===== src/hw/rtl/cspg_pkg.sv =====
`timescale 1ns / 1ps
`default_nettype none
// ----------------------------------------------------------------------------
// cspg_pkg: shared types and constants of the conic/spiral gradient generator
// Fixed-point widths, CORDIC arctangent table, register codes and the
// structures that travel between the front end, the queues and the back end.
// ----------------------------------------------------------------------------
package cspg_pkg;

    localparam int SZ_W  = 13;  // clamped image size, up to MAX_IMAGE_SIZE (2048 by default)
    localparam int RM_W  = 12;  // divider remainder, always below the size
    localparam int D_W   = 14;  // signed pixel offset from the center
    localparam int XW    = 32;  // vectoring CORDIC datapath, Q16 pixels
    localparam int ZW    = 24;  // angles in Q24 turns
    localparam int RW    = 30;  // radius in Q16 pixels
    localparam int NW    = 40;  // spiral dividend
    localparam int SW    = 26;  // signed residual angle of the sine CORDIC
    localparam int YW    = 32;  // sine datapath in Q30
    localparam int STEPS = 20;

    localparam logic [ZW-1:0]        HALF_TURN    = 24'h800000;
    localparam logic signed [SW-1:0] FULL_S       = 26'sd16777216;
    localparam logic signed [SW-1:0] HALF_S       = 26'sd8388608;
    localparam logic signed [SW-1:0] QUART_S      = 26'sd4194304;
    localparam logic [15:0]          INV_GAIN_Q16 = 16'd39797;
    localparam logic signed [YW-1:0] INV_GAIN_Q30 = 32'sd652032874;
    localparam logic [24:0]          SPIRAL_K     = 25'd26701770;
    localparam logic [SZ_W-1:0]      MIN_SIZE     = 13'd64;

    typedef enum logic [2:0] {
        REG_IMAGE_SIZE,
        REG_CENTER_X,
        REG_CENTER_Y,
        REG_GRADIENT_MODE,
        REG_PHASE_OFFSET,
        REG_RIPPLE_FREQ,
        REG_RIPPLE_AMP,
        REG_MIRROR_ENABLE
    } cspg_reg_t;

    typedef struct packed {
        logic [SZ_W-1:0] size;
        logic [11:0]     cx;
        logic [11:0]     cy;
        logic            mode;
        logic [15:0]     offset;
        logic [15:0]     rf;
        logic [15:0]     amp;
        logic            mirror;
    } cspg_cfg_t;

    typedef struct packed {
        logic                   wr;
        logic [9:0]             idx;
        logic [23:0]            col;
        logic signed [D_W-1:0]  dx;
        logic signed [D_W-1:0]  dy;
    } cspg_item_t;

    typedef struct packed {
        logic        wr;
        logic [9:0]  idx;
        logic [23:0] col;
    } cspg_tag_t;

    function automatic logic [ZW-1:0] atan_q24(input int i);
        logic [ZW-1:0] v;
        case (i)
            0:  v = 24'd2097152;
            1:  v = 24'd1238021;
            2:  v = 24'd654136;
            3:  v = 24'd332050;
            4:  v = 24'd166669;
            5:  v = 24'd83416;
            6:  v = 24'd41718;
            7:  v = 24'd20860;
            8:  v = 24'd10430;
            9:  v = 24'd5215;
            10: v = 24'd2608;
            11: v = 24'd1304;
            12: v = 24'd652;
            13: v = 24'd326;
            14: v = 24'd163;
            15: v = 24'd81;
            16: v = 24'd41;
            17: v = 24'd20;
            18: v = 24'd10;
            19: v = 24'd5;
            default: v = '0;
        endcase
        return v;
    endfunction

endpackage
`default_nettype wire


===== src/hw/rtl/cspg_front.sv =====
`timescale 1ns / 1ps
`default_nettype none
// ----------------------------------------------------------------------------
// cspg_front: transaction classifier
// Separates table writes from pixel computations, drops writes beyond the
// table, applies the horizontal mirror and forms the offsets from the center.
// ----------------------------------------------------------------------------
module cspg_front
    import cspg_pkg::*;
#(
    parameter int TABLE_ENTRIES = 1024
)
(
    input  cspg_cfg_t   cfg,
    input  logic        command,
    input  logic [10:0] pixel_x,
    input  logic [10:0] pixel_y,
    input  logic [9:0]  entry_index,
    input  logic [7:0]  entry_red,
    input  logic [7:0]  entry_green,
    input  logic [7:0]  entry_blue,
    output cspg_item_t  item,
    output logic        keep
);

    logic signed [14:0] x15;
    logic signed [14:0] y15;
    logic signed [14:0] sz15;
    logic signed [14:0] h15;
    logic signed [14:0] cx15;
    logic signed [14:0] cy15;
    logic signed [14:0] px15;
    logic signed [14:0] dx15;
    logic signed [14:0] dy15;

    always_comb
    begin
        x15  = $signed({4'b0, pixel_x});
        y15  = $signed({4'b0, pixel_y});
        sz15 = $signed({2'b0, cfg.size});
        h15  = $signed({3'b0, cfg.size[SZ_W-1:1]});
        cx15 = ($signed({3'b0, cfg.cx}) > sz15) ? sz15 : $signed({3'b0, cfg.cx});
        cy15 = ($signed({3'b0, cfg.cy}) > sz15) ? sz15 : $signed({3'b0, cfg.cy});

        // Mirror: the left half is flipped, the right half repeats it.
        if (cfg.mirror)
        begin
            px15 = sz15 - 15'sd1 - x15;
            if ((x15 >= h15) && (x15 < (h15 <<< 1)))
            begin
                px15 = px15 + h15;
            end
        end
        else
        begin
            px15 = x15;
        end

        dx15 = px15 - cx15;
        dy15 = y15 - cy15;

        item.wr  = command;
        item.idx = entry_index;
        item.col = {entry_red, entry_green, entry_blue};
        item.dx  = dx15[D_W-1:0];
        item.dy  = dy15[D_W-1:0];

        keep = !command || (32'(entry_index) < TABLE_ENTRIES);
    end

endmodule
`default_nettype wire


===== config.mk =====
export PLATFORM = sky130hd
export DESIGN_NAME = cspg_front
export DESIGN_NICKNAME = d
export VERILOG_FILES = /design/src/hw/rtl/cspg_pkg.sv /design/src/hw/rtl/cspg_front.sv
export SDC_FILE = /design/constraint.sdc
export NUM_CORES = 1
export LEC_CHECK = 0
export BUFFER_PORTS_ARGS = -buffer_cell sky130_fd_sc_hd__buf_2
export CELL_PAD_IN_SITES_DETAIL_PLACEMENT = 1
export CELL_PAD_IN_SITES_GLOBAL_PLACEMENT = 1
export CORE_ASPECT_RATIO = 0.75
export CORE_MARGIN = 2
export CORE_UTILIZATION = 30
export DETAILED_ROUTE_END_ITERATION = 6
export PLACE_DENSITY_LB_ADDON = 0.1
export SYNTH_ARGS = -nofsm -noshare
export SYNTH_HDL_FRONTEND = slang
export SYNTH_SLANG_ARGS = --single-unit

===== constraint.sdc =====
create_clock -name vclk -period 4.5
set_input_delay 0.45 -clock vclk [all_inputs]
set_output_delay 0.45 -clock vclk [all_outputs]
set_load 0.05 [all_outputs]

# Word-level counts from Yosys, hierarchy flattened
# Cells that the tools add are included.
# classes
add_sub_neg	5
n_lt_le_gt_ge	4
muxes	4
n_reduce_logical	1
# ops
cell	count
$mux W14	2
$gt A12 B13 Y1	2
$mux W13	2
$add A14 B13 Y14	1
$sub A11 B13 Y14	1
$sub A13 B1 Y14 const B	1
$sub A14 B12 Y14	1
$sub A14 B14 Y14	1
$lt A11 B13 Y1	1
$ge A11 B12 Y1	1
$logic_and A1 B1 Y1	1
# word_totals
ff_bits	0
inputBits	144
out_inout_bits	64
wordCells	14

# Logic depth before layout (Yosys ltp)
# depth
ltp_word	6
ltp_mapped	23
ltp_nobuf	23

# Worst setup path after synthesis
# OpenSTA, ideal clock, no wires.
# synth_timing
path_kind	input -> output
from	input port pixel_x[0]
to	output port item[27] (netlist name)
arrival_time_ps	4771
t_required_ps	4050
slack_ps	-721
path_stages	21
n_path_buf	0
path_cell_list	inv_1 ha_1 inv_1 fa_1 nor2b_4 o21a_1 nor2_1 xnor2_1 ha_1 o21ai_0 a21oi_1 o41a_1 a21o_1 a211o_1 nand3b_1 a31oi_1 ha_1 or2_2 o311ai_0 o21ai_0 xor2_1
# synth_lines
item	line_no	source
start: declaration	cspg_front.sv:16	input logic [10:0] pixel_x,
end: declaration	cspg_front.sv:22	output cspg_item_t item,

==> impl_results.rst <==
.. list-table::
   :header-rows: 1

   * - Metric
     - Value
   * - Part of the power in registers
     - 0%
   * - Capturing element type of the critical path
     - output pin
   * - Metal3 WL
     - 479 microns
   * - First DRT Iteration DRCs
     - 91
   * - Detailed-routing wirelength on met1
     - 7080 microns
   * - DIE HEIGHT
     - 104 microns
   * - Minimum period implied by the final worst setup slack
     - 4.98 ns
   * - Vias in the first global route
     - 4954
   * - # setup viols final
     - 6
   * - Width of the die
     - 138 microns
   * - Mean Syn Cell Area
     - 7.59 sq um
   * - I/O pin cnt
     - 208
   * - Wire per inst
     - 16.7 microns
   * - Leakage dissipation
     - 3.22 nW
   * - Startpoint type of the worst setup path
     - input pin
   * - Number of standard cells after synthesis
     - 529
   * - Smallest setup slack after layout
     - -0.484 ns
   * - Total chip power
     - 0.00187 W
   * - Wire length of the first global-routing pass
     - 24300 microns
   * - Reg area
     - 0 sq um
   * - Post-detailed-placement half-perimeter wirelength
     - 12600 microns
   * - Total iterations of the first detailed-routing run
     - 4
   * - Synth area leader
     - ha_1
   * - Status
     - finished with violations
   * - Beginning of the critical path
     - pixel_x[0]
   * - Final number of hold-violating endpoints
     - 0
   * - Slew of the pin with the lowest slew margin
     - 0.506 ns
   * - Final Wtd Congestion
     - 0.872
   * - Syn-to-layout area delta
     - 65.2%
   * - Count of distinct cell types in the synthesized netlist
     - 63
   * - Signal arrival time at the worst endpoint
     - 4.53 ns
   * - Share of post-route cells with drive strength above 1
     - 52.8%
   * - Port bufs
     - 88
   * - Combinational share of power
     - 100.0%
   * - Hold crit path type
     - input pin to output pin
   * - TNS Setup
     - -2.20 ns
   * - Post-synth top area share
     - 29.3%
   * - Sequential cells
     - 0
   * - Endpoint required time on the critical path
     - 4.05 ns
   * - Synthesis Warnings
     - 0
   * - Achievable Freq
     - 201 MHz
   * - Top layer in use
     - met4
   * - Remaining global-route overflow
     - 0
   * - Maximum vdd drop
     - 0.185 mV
   * - Fin. max-slew vios
     - 0
   * - Die area
     - 0.0143 sq mm
   * - Antenna-violating nets left
     - 0
   * - Setup repair after global routing missed its margin
     - yes
   * - Share of the cycle needed by the critical path after routing
     - 111%
   * - Number of hold buffers added after cts
     - 0
   * - Core area
     - 0.0130 sq mm
   * - Antenna violations before repair
     - 0
   * - Effective utilization at floorplan
     - 30.9%
   * - Pin count of the biggest net entering global routing
     - 21
   * - Commonest non-fill, non-tap cells in the layout
     - buf_4, ha_1, buf_2
   * - Commonest non-fill, non-tap cell in the layout
     - buf_4
   * - Power per Cell Area
     - 281 mW/mm^2
   * - Highest net fanout along the worst path
     - 4
   * - Total detailed-routing wirelength
     - 15600 microns
   * - Switching pwr
     - 0.00103 W
   * - Clock share of power
     - 0%
   * - Relative slew slack
     - 65.3%
   * - Number of antenna cells inserted
     - 0
   * - Cell types occupying the most area after synthesis
     - ha_1, buf_4, mux2i_1, xnor2_1, a21oi_1
   * - Violated checks
     - negative setup slack
   * - Worst setup path class
     - input pin to output pin
   * - Layout Nets
     - 1002
   * - Max Cap Viol
     - 0
   * - Combined area of all synthesized cells
     - 0.00402 sq mm
   * - Critical path capture point
     - item[25]
   * - Number of remaining DRC errors
     - 0
   * - Routed wire length on met2
     - 7700 microns
   * - Internal power of the cells
     - 0.000844 W
   * - Net switching share of the total power
     - 54.9%
   * - Total track usage
     - 20.7%
   * - Number of vias per cell
     - 4.99
   * - Vias
     - 4637
   * - Count of clock buffers in the final design
     - 0
   * - Post-synthesis sequential area ratio
     - 0%
   * - Row cnt
     - 36
## area by class of cell
class                           instances  area, sq um
Fill cell                            1584         6380
Inverter                               44          180
Multi-Input combinational cell        441         4250
Tap cell                              171          214
Timing Repair Buffer                  273         1990
## cells by family (layout without fill, tap and decap cells)
logic type | Yosys count | after routing | synth area share (%)
AOI/OAI and AO/OA | 136 | 136 | 24.0
xor gates and xnor gates | 37 | 37 | 8.07
adders and majority gates | 98 | 98 | 31.3
buffers and inverters | 89 | 317 | 12.3
muxes | 27 | 27 | 6.79
other | 1 | 2 | 0.0933
and+or+nand+nor | 141 | 141 | 17.5
## worst min-delay path by stage
stage / startpoint / to / depth (start not counted)
2_1_floorplan: entry_blue[0] / item[28] / 1
3_3_place_gp: entry_green[4] / item[40] / 0
3_5_place_dp: entry_green[4] / item[40] / 0
4_1_cts: entry_green[4] / item[40] / 0
5_1_grt: entry_index[9] / item[61] / 0
6_report: entry_blue[6] / item[34] / 0
## worst max-delay path, stage by stage
cell       delay (ns)
buf_12           0.11
inv_12           0.04
ha_4             0.12
inv_2            0.03
fa_2             0.37
nor2b_4          0.15
buf_6            0.11
o2111ai_4        0.11
nand4b_1         0.17
xor2_2           0.26
ha_1             0.31
nor3_2           0.13
nor2_1           0.06
o41a_1           0.15
xnor2_1          0.19
nor2_1           0.05
a21oi_1          0.11
a21oi_1          0.08
ha_1             0.35
and2_4           0.20
a31oi_4          0.17
o211ai_1         0.18
o311ai_4         0.15
buf_4            0.18
xnor2_2          0.10
buf_6            0.18
## stage by stage
step / worst slack, ns / hold WS [ns] / instance area [sq um] / cells / utilization [%]
final: -0.484 / 0.900 / 6640 / 929 / 51.0
after global routing: -0.704 / 0.900 / 6640 / 929 / 51.0
after CTS: -0.466 / 0.900 / 6170 / 916 / 47.4
after detailed placement: -0.792 / 0.900 / 5720 / 906 / 43.9
after global placement: -0.682 / 0.900 / 5720 / 906 / 43.9
after floorplan: -0.199 / 1.07 / 4170 / 530 / -
## Yosys cell counts, types with 14 or more instances
cell / count
a21oi_1: 38
buf_4: 37
ha_1: 94
inv_1: 43
mux2i_1: 25
nand2_1: 27
nor2_1: 41
nor3_1: 16
o21a_1: 16
o21ai_0: 22
xnor2_1: 23
xor2_1: 14
## power by group through the flow
| stage | registers, W | clock network [W] | logic (W) |
|---|---|---|---|
| finish | 0 | 0 | 0.00187 |
| global route | 0 | 0 | 0.00201 |
| CTS | 0 | 0 | 0.00173 |
| detailed placement | 0 | 0 | 0.00155 |
| global placement | 0 | 0 | 0.00151 |
| floorplan | 0 | 0 | 0.00110 |
## what timing repair did
action	in CTS	in global routing
endpoints found under the hold margin	0	0
resized for setup	92	83
buffers inserted	11	18
setup endpoints to repair	16	19
pin swaps	46	67
## per-layer routing
metal | vias to the layer above | GRT usage [%]
li1 | 2331 | -
met3 | 28 | 0.536
met1 | 2202 | 28.0
met5 | - | 0
met2 | 76 | 36.7
met4 | 0 | 3.83
Note: power is estimated with default switching activity, not from simulation.
