===== config.mk =====
export PLATFORM = sky130hd
export DESIGN_NAME = cspg_queue
export DESIGN_NICKNAME = d
export VERILOG_FILES = /design/src/hw/rtl/cspg_pkg.sv /design/src/hw/rtl/cspg_queue.sv
export SDC_FILE = /design/constraint.sdc
export NUM_CORES = 1
export LEC_CHECK = 0
export ABC_CLOCK_PERIOD_IN_PS = 1900
export BUFFER_PORTS_ARGS = -buffer_cell sky130_fd_sc_hd__buf_2
export CAP_MARGIN = 20
export CORE_MARGIN = 10
export CORE_UTILIZATION = 35
export CTS_BUF_LIST = sky130_fd_sc_hd__clkbuf_16
export DETAILED_ROUTE_END_ITERATION = 7
export SLEW_MARGIN = 0
export SYNTH_ARGS = -nofsm -noshare
export SYNTH_HDL_FRONTEND = slang
export SYNTH_SLANG_ARGS = --single-unit

===== constraint.sdc =====
create_clock -name clk -period 1.9 [get_ports clk]
set_input_delay 0.57 -clock clk [delete_from_list [all_inputs] [get_ports clk]]
set_output_delay 0.57 -clock clk [all_outputs]
set_load 0.01 [all_outputs]

===== src/hw/rtl/cspg_pkg.sv =====
`timescale 1ns / 1ps
`default_nettype none
// ----------------------------------------------------------------------------
// cspg_pkg: shared types and constants of the conic/spiral gradient generator
// Fixed-point widths, CORDIC arctangent table, register codes and the
// structures that travel between the front end, the queues and the back end.
// ----------------------------------------------------------------------------
package cspg_pkg;

    localparam int SZ_W  = 13;  // clamped image size, up to MAX_IMAGE_SIZE (2048 by default)
    localparam int RM_W  = 12;  // divider remainder, always below the size
    localparam int D_W   = 14;  // signed pixel offset from the center
    localparam int XW    = 32;  // vectoring CORDIC datapath, Q16 pixels
    localparam int ZW    = 24;  // angles in Q24 turns
    localparam int RW    = 30;  // radius in Q16 pixels
    localparam int NW    = 40;  // spiral dividend
    localparam int SW    = 26;  // signed residual angle of the sine CORDIC
    localparam int YW    = 32;  // sine datapath in Q30
    localparam int STEPS = 20;

    localparam logic [ZW-1:0]        HALF_TURN    = 24'h800000;
    localparam logic signed [SW-1:0] FULL_S       = 26'sd16777216;
    localparam logic signed [SW-1:0] HALF_S       = 26'sd8388608;
    localparam logic signed [SW-1:0] QUART_S      = 26'sd4194304;
    localparam logic [15:0]          INV_GAIN_Q16 = 16'd39797;
    localparam logic signed [YW-1:0] INV_GAIN_Q30 = 32'sd652032874;
    localparam logic [24:0]          SPIRAL_K     = 25'd26701770;
    localparam logic [SZ_W-1:0]      MIN_SIZE     = 13'd64;

    typedef enum logic [2:0] {
        REG_IMAGE_SIZE,
        REG_CENTER_X,
        REG_CENTER_Y,
        REG_GRADIENT_MODE,
        REG_PHASE_OFFSET,
        REG_RIPPLE_FREQ,
        REG_RIPPLE_AMP,
        REG_MIRROR_ENABLE
    } cspg_reg_t;

    typedef struct packed {
        logic [SZ_W-1:0] size;
        logic [11:0]     cx;
        logic [11:0]     cy;
        logic            mode;
        logic [15:0]     offset;
        logic [15:0]     rf;
        logic [15:0]     amp;
        logic            mirror;
    } cspg_cfg_t;

    typedef struct packed {
        logic                   wr;
        logic [9:0]             idx;
        logic [23:0]            col;
        logic signed [D_W-1:0]  dx;
        logic signed [D_W-1:0]  dy;
    } cspg_item_t;

    typedef struct packed {
        logic        wr;
        logic [9:0]  idx;
        logic [23:0] col;
    } cspg_tag_t;

    function automatic logic [ZW-1:0] atan_q24(input int i);
        logic [ZW-1:0] v;
        case (i)
            0:  v = 24'd2097152;
            1:  v = 24'd1238021;
            2:  v = 24'd654136;
            3:  v = 24'd332050;
            4:  v = 24'd166669;
            5:  v = 24'd83416;
            6:  v = 24'd41718;
            7:  v = 24'd20860;
            8:  v = 24'd10430;
            9:  v = 24'd5215;
            10: v = 24'd2608;
            11: v = 24'd1304;
            12: v = 24'd652;
            13: v = 24'd326;
            14: v = 24'd163;
            15: v = 24'd81;
            16: v = 24'd41;
            17: v = 24'd20;
            18: v = 24'd10;
            19: v = 24'd5;
            default: v = '0;
        endcase
        return v;
    endfunction

endpackage
`default_nettype wire


===== src/hw/rtl/cspg_queue.sv =====
`timescale 1ns / 1ps
`default_nettype none
// ----------------------------------------------------------------------------
// cspg_queue: small first-in first-out queue
// Register-based queue with show-ahead read data and registered status.
// ----------------------------------------------------------------------------
module cspg_queue
    import cspg_pkg::*;
#(
    parameter int WIDTH = 8,
    parameter int DEPTH = 4
)
(
    input  logic             clk,
    input  logic             rst_n,
    input  logic             push,
    input  logic [WIDTH-1:0] wdata,
    input  logic             pop,
    output logic [WIDTH-1:0] rdata,
    output logic             full,
    output logic             empty
);

    localparam int AW = $clog2(DEPTH);

    logic [WIDTH-1:0] mem_reg [DEPTH];
    logic [AW-1:0]    wr_ptr_reg;
    logic [AW-1:0]    rd_ptr_reg;
    logic [AW:0]      count_reg;
    logic             do_push;
    logic             do_pop;

    assign full    = (count_reg == (AW+1)'(DEPTH));
    assign empty   = (count_reg == '0);
    assign do_push = push && !full;
    assign do_pop  = pop && !empty;
    assign rdata   = mem_reg[rd_ptr_reg];

    always_ff @(posedge clk)
    begin
        if (do_push)
        begin
            mem_reg[wr_ptr_reg] <= wdata;
        end
    end

    always_ff @(posedge clk or negedge rst_n)
    begin
        if (!rst_n)
        begin
            wr_ptr_reg <= '0;
            rd_ptr_reg <= '0;
            count_reg  <= '0;
        end
        else
        begin
            if (do_push)
            begin
                wr_ptr_reg <= wr_ptr_reg + 1'b1;
            end
            if (do_pop)
            begin
                rd_ptr_reg <= rd_ptr_reg + 1'b1;
            end
            if (do_push && !do_pop)
            begin
                count_reg <= count_reg + 1'b1;
            end
            else if (do_pop && !do_push)
            begin
                count_reg <= count_reg - 1'b1;
            end
        end
    end

endmodule
`default_nettype wire


* Word-level counts from Yosys, hierarchy flattened
Memory sizes are Yosys's and may differ from the RTL's. Cells that the tools add are included.
Cells by class: $add $sub $neg 4, equal/unequal tests 1, multiplexer cells 4, reductions and logical operators 10
Operator list (number):
- 3-bit 2-to-1 mux | 2
- 2-bit by 1-bit adder with 2-bit output, second input constant | 2
- 1-bit logical AND | 4
- 1-bit zero test | 4
- 3-bit by 1-bit adder with 3-bit output, second input constant | 1
- 3-bit == test, second input constant | 1
- 3-bit zero test | 1
- 3-bit by 1-bit subtractor with 3-bit output, second input constant | 1
- 1-bit 2-to-1 mux | 2
- 2-bit nonzero test | 1
Word-level totals: flip-flop bits (word level) 7, bits in writable memories 32, memories 1
Memories:
- mem_reg | words 4, width 8, read ports 1, clocked after Yosys merged registers in 0, write ports 1, line cspg_queue.sv:26 | logic [WIDTH-1:0] mem_reg [DEPTH];

* Depth between registers and ports, before layout
word-level depth 7, gate-level depth with buffers 9

* Worst setup path before layout
Ideal clock, no wire load.
kind register to register, start point register count_reg[0], end point register count_reg[2], path buffers 0, data required time 1.821 ns, arrival time 1.997 ns, slack -0.176 ns, stages on the path, launching flop included 9, library setup time 0.079 ns, cell sequence dfrtp_1 -> nor3_1 -> nand2b_1 -> ha_1 -> inv_1 -> fa_1 -> xor2_1 -> nor2_1 -> xor2_1
Between the ends: word-level cells in the longest chain between the ends 6, elaborated cells on any way between the ends 15, classes of those cells 2 x add/sub; 1 x eq/ne; 2 x mux; 10 x reduce/logical
RTL lines:
- from (decl) | line cspg_queue.sv:29 | logic [AW:0] count_reg;
- from (signal assigned) | line cspg_queue.sv:67 | count_reg <= count_reg + 1'b1;
- from (signal assigned) | line cspg_queue.sv:71 | count_reg <= count_reg - 1'b1;
- 3-bit zero test (*) | line cspg_queue.sv:34 | assign empty = (count_reg == '0);
- net empty | line cspg_queue.sv:21 | output logic empty
- 1-bit zero test (*) | line cspg_queue.sv:36 | assign do_pop = pop && !empty;
- 1-bit logical AND (*) | line cspg_queue.sv:36
- 1-bit zero test | line cspg_queue.sv:65 | if (do_push && !do_pop)
- 1-bit logical AND | line cspg_queue.sv:65
- 3-bit 2-to-1 mux / 2-bit nonzero test (equally long branches)
The timed path passes the listed nets; every way through them passes the cells marked *. The select of a mux whose other input is x is not followed. A chain may end at the register's enable or synchronous reset.

* Final worst setup path
start point register rd_ptr_reg[0], end point output port rdata[4]
Between the ends: word-level cells in the longest chain between the ends 1
RTL lines:
- from (decl) | line cspg_queue.sv:28 | logic [AW-1:0] rd_ptr_reg;
- from (signal assigned) | line cspg_queue.sv:63 | rd_ptr_reg <= rd_ptr_reg + 1'b1;
- memory read 4 x 8 bit
- to (decl) | line cspg_queue.sv:19 | output logic [WIDTH-1:0] rdata,
No other way between the ends.

==> impl_metrics.tcl <==
set metrics [dict create \
    status "complete, but fails checks" \
    violations "negative setup slack" \
    cp-start-kind "register" \
    vdd_drop_max_uv 844.8 \
    antenna_found_initial 0 \
    ant_nets 0 \
    fin_crit_sh 1.072 \
    synthArstFlopShare 0.1795 \
    ff_latch_area_um2 1142 \
    critPathMaxFanout 8 \
    p_int_uw 2720 \
    clockBufferDepth 2 \
    relSlewSlack 0.8274 \
    hpwl_um 1959 \
    synth_top_area_frac 0.6047 \
    grt_first_pass_wirelength_um 4719 \
    track_usage 0.08448 \
    stdcell_count 169 \
    total_power_uw 3713 \
    p_leak_uw 0.0008173 \
    final_net_count 134 \
    rsz0062_at_grt "yes" \
    fmax_mhz 490.7 \
    gp_congestion 0.6047 \
    p_switching_uw 992.6 \
    hp-class "primary input to asynchronous set/reset pin" \
    critical_path_class "register to output port" \
    hold_viol 0 \
    slew_viol_final 0 \
    grt_max_degree 13 \
    final-setup-viol-count 8 \
    cts_root_buf "clkbuf_16" \
    drive_gt1_frac 0.5812 \
    sw_frac_of_total 0.2674 \
    seq_area_frac_synth 0.7150 \
    synthTopCellsByArea "edfxtp_1 60%, mux4_2 11%, dfrtp_1 11%" \
    synth_seq_cells 39 \
    synthTopCellsByCount "32 x edfxtp_1, 8 x mux4_2, 7 x dfrtp_1" \
    netlist_area_um2 1589 \
    netlist_instances 77 \
    initial_core_util 0.3624 \
    largest_reg_flops 32 \
    synth.most_common_cell "edfxtp_1" \
    numCtsBuffers 5 \
    syn-num-nets 95 \
    cts_tree "yes" \
    nFillCells 375 \
    synth_cell_type_count 20 \
    vias_per_cell 4.675 \
    multi_input_area_um2 455.4 \
    fp.dieH_um 87.38 \
    syn_to_final_growth_pct 34.49 \
    p_per_area_nw_per_um2 1737 \
    dieArea_um2 7635 \
    clk_pin_slew_ns 0.05 \
    coreArea_um2 4384 \
    postSynthAreaPerCell_um2 20.64 \
    grt_pass1_vias 941 \
    post-route-drc-count 0 \
    max_slew.worst_pin.slew_ns 0.2589 \
    die_width_um 87.38 \
    worstPathArrival_ns 1.47 \
    power_frac_seq 0.358 \
    row_count 24 \
    synth_ff_type "edfxtp_1" \
    min_period_ns 2.038 \
    synth_edf_count 32 \
    htreeDepth 2 \
    max-cap-violations 0 \
    worstPathRequired_ns 1.33 \
    fin_ws_ns -0.1377 \
    p_clk_frac 0.282 \
    wirelength_um 2933 \
    ys.warnings.count 0 \
    skew_ns 0.005468 \
    yosys.area.top_type "edfxtp_1" \
    firstDrtPassIters 4 \
    vias 790 \
    wire_per_inst_um 17.36 \
    place_ws_ns -0.05791 \
    worstSetupEndpointType "output port" \
    combPwrFrac 0.359 \
    place.port_buffers 21 \
    diodes 0 \
    drt_iter0_markers 65 \
    post-route-util 0.4874 \
    overflow 0 \
    hold_ws_ns 0.1228 \
    insertion_delay_ns 0.28 \
    ios 22 \
    placed_cells 151 \
    clock-sinks 39 \
]
-- layout make-up --
cell class | count | area share
Inverter | 3 | 0.005269
Clock inverter | 3 | 0.02986
Tap cell | 52 | 0.03044
Clock buffer | 5 | 0.05855
Timing Repair Buffer | 35 | 0.1282
Multi-Input combinational cell | 32 | 0.2131
Sequential cell | 39 | 0.5345
-- per-layer routing --
layer / global-route usage / part of all wire / wire, µm
met5: 0 / 0 / 0
met4: 0.03913 / 0.017 / 51
met3: 0.03558 / 0.054 / 158
met2: 0.1488 / 0.54 / 1593
met1: 0.08352 / 0.39 / 1130
-- worst max-delay path, stage by stage (launching register included) --
cell	delay (ns)
dfrtp_2	0.39
buf_12	0.15
mux4_2	0.52
buf_6	0.14
-- final timing paths --
| check | from | endpoint | slack, ns | depth (start not counted) |
|---|---|---|---|---|
| setup / recovery | rd_ptr_reg[0]$_DFFE_PN0P_ | rdata[4] | -0.14 | 3 |
| hold / removal | rst_n | rd_ptr_reg[1]$_DFFE_PN0P_ | 0.12 | 1 |
| min in group clk | wdata[0] | mem_reg[2][0]$_DFFE_PP_ | 0.51 | 1 |
| max in group asynchronous | rst_n | count_reg[1]$_DFFE_PN0P_ | 1.60 | 1 |
| hold reg to reg | wr_ptr_reg[1]$_DFFE_PN0P_ | wr_ptr_reg[1]$_DFFE_PN0P_ | 0.58 | 1 |
| setup reg to reg | count_reg[1]$_DFFE_PN0P_ | count_reg[1]$_DFFE_PN0P_ | 0.01 | 7 |
-- power by group through the flow --
| stage | Sequential (µW) | Clock (µW) | Combinational, µW |
|---|---|---|---|
| after global routing | 1360 | 1110 | 1460 |
| after detailed placement | 1370 | 0 | 1010 |
| after CTS | 1340 | 1070 | 1230 |
| final | 1330 | 1050 | 1330 |
| after floorplan | 1280 | 0 | 720 |
| after global placement | 1350 | 0 | 993 |
-- cell families after synthesis --
family,count (synthesis),share of synthesized area
XOR/XNOR,6,0.03307
adder cells (fa/ha/maj),6,0.05197
buffers and inverters,6,0.01968
flip-flops,39,0.7150
multiplexers,10,0.1299
AND/OR/NAND/NOR,10,0.05040
-- what timing repair did --
action	4_1_cts	5_1_grt
buffers inserted	6	4
hold buffers	0	0
resized for setup	9	6
setup endpoints to repair	9	10
pin swaps	5	4
-- stage by stage --
stage | setup TNS [ns] | cell area [µm²]
after floorplan | 0 | 1605
after global placement | 0 | 1798
after detailed placement | -0.05791 | 1798
after CTS | -1.091 | 2079
after global routing | -1.422 | 2137
final | -0.9890 | 2137
-- placed cells by master, fill, tap and decap left out, types with 3 or more instances in the layout --
master | synthesis | layout
buf_6 | 1 | 9
buf_2 | 1 | 14
and2_2 | 4 | 4
ha_1 | 5 | 4
inv_1 | 3 | 3
edfxtp_1 | 32 | 32
mux4_2 | 8 | 8
xnor2_1 | 4 | 4
clkbuf_16 | 0 | 5
dfrtp_2 | 0 | 5
buf_4 | 0 | 11
(Power assumes the default switching activity.)
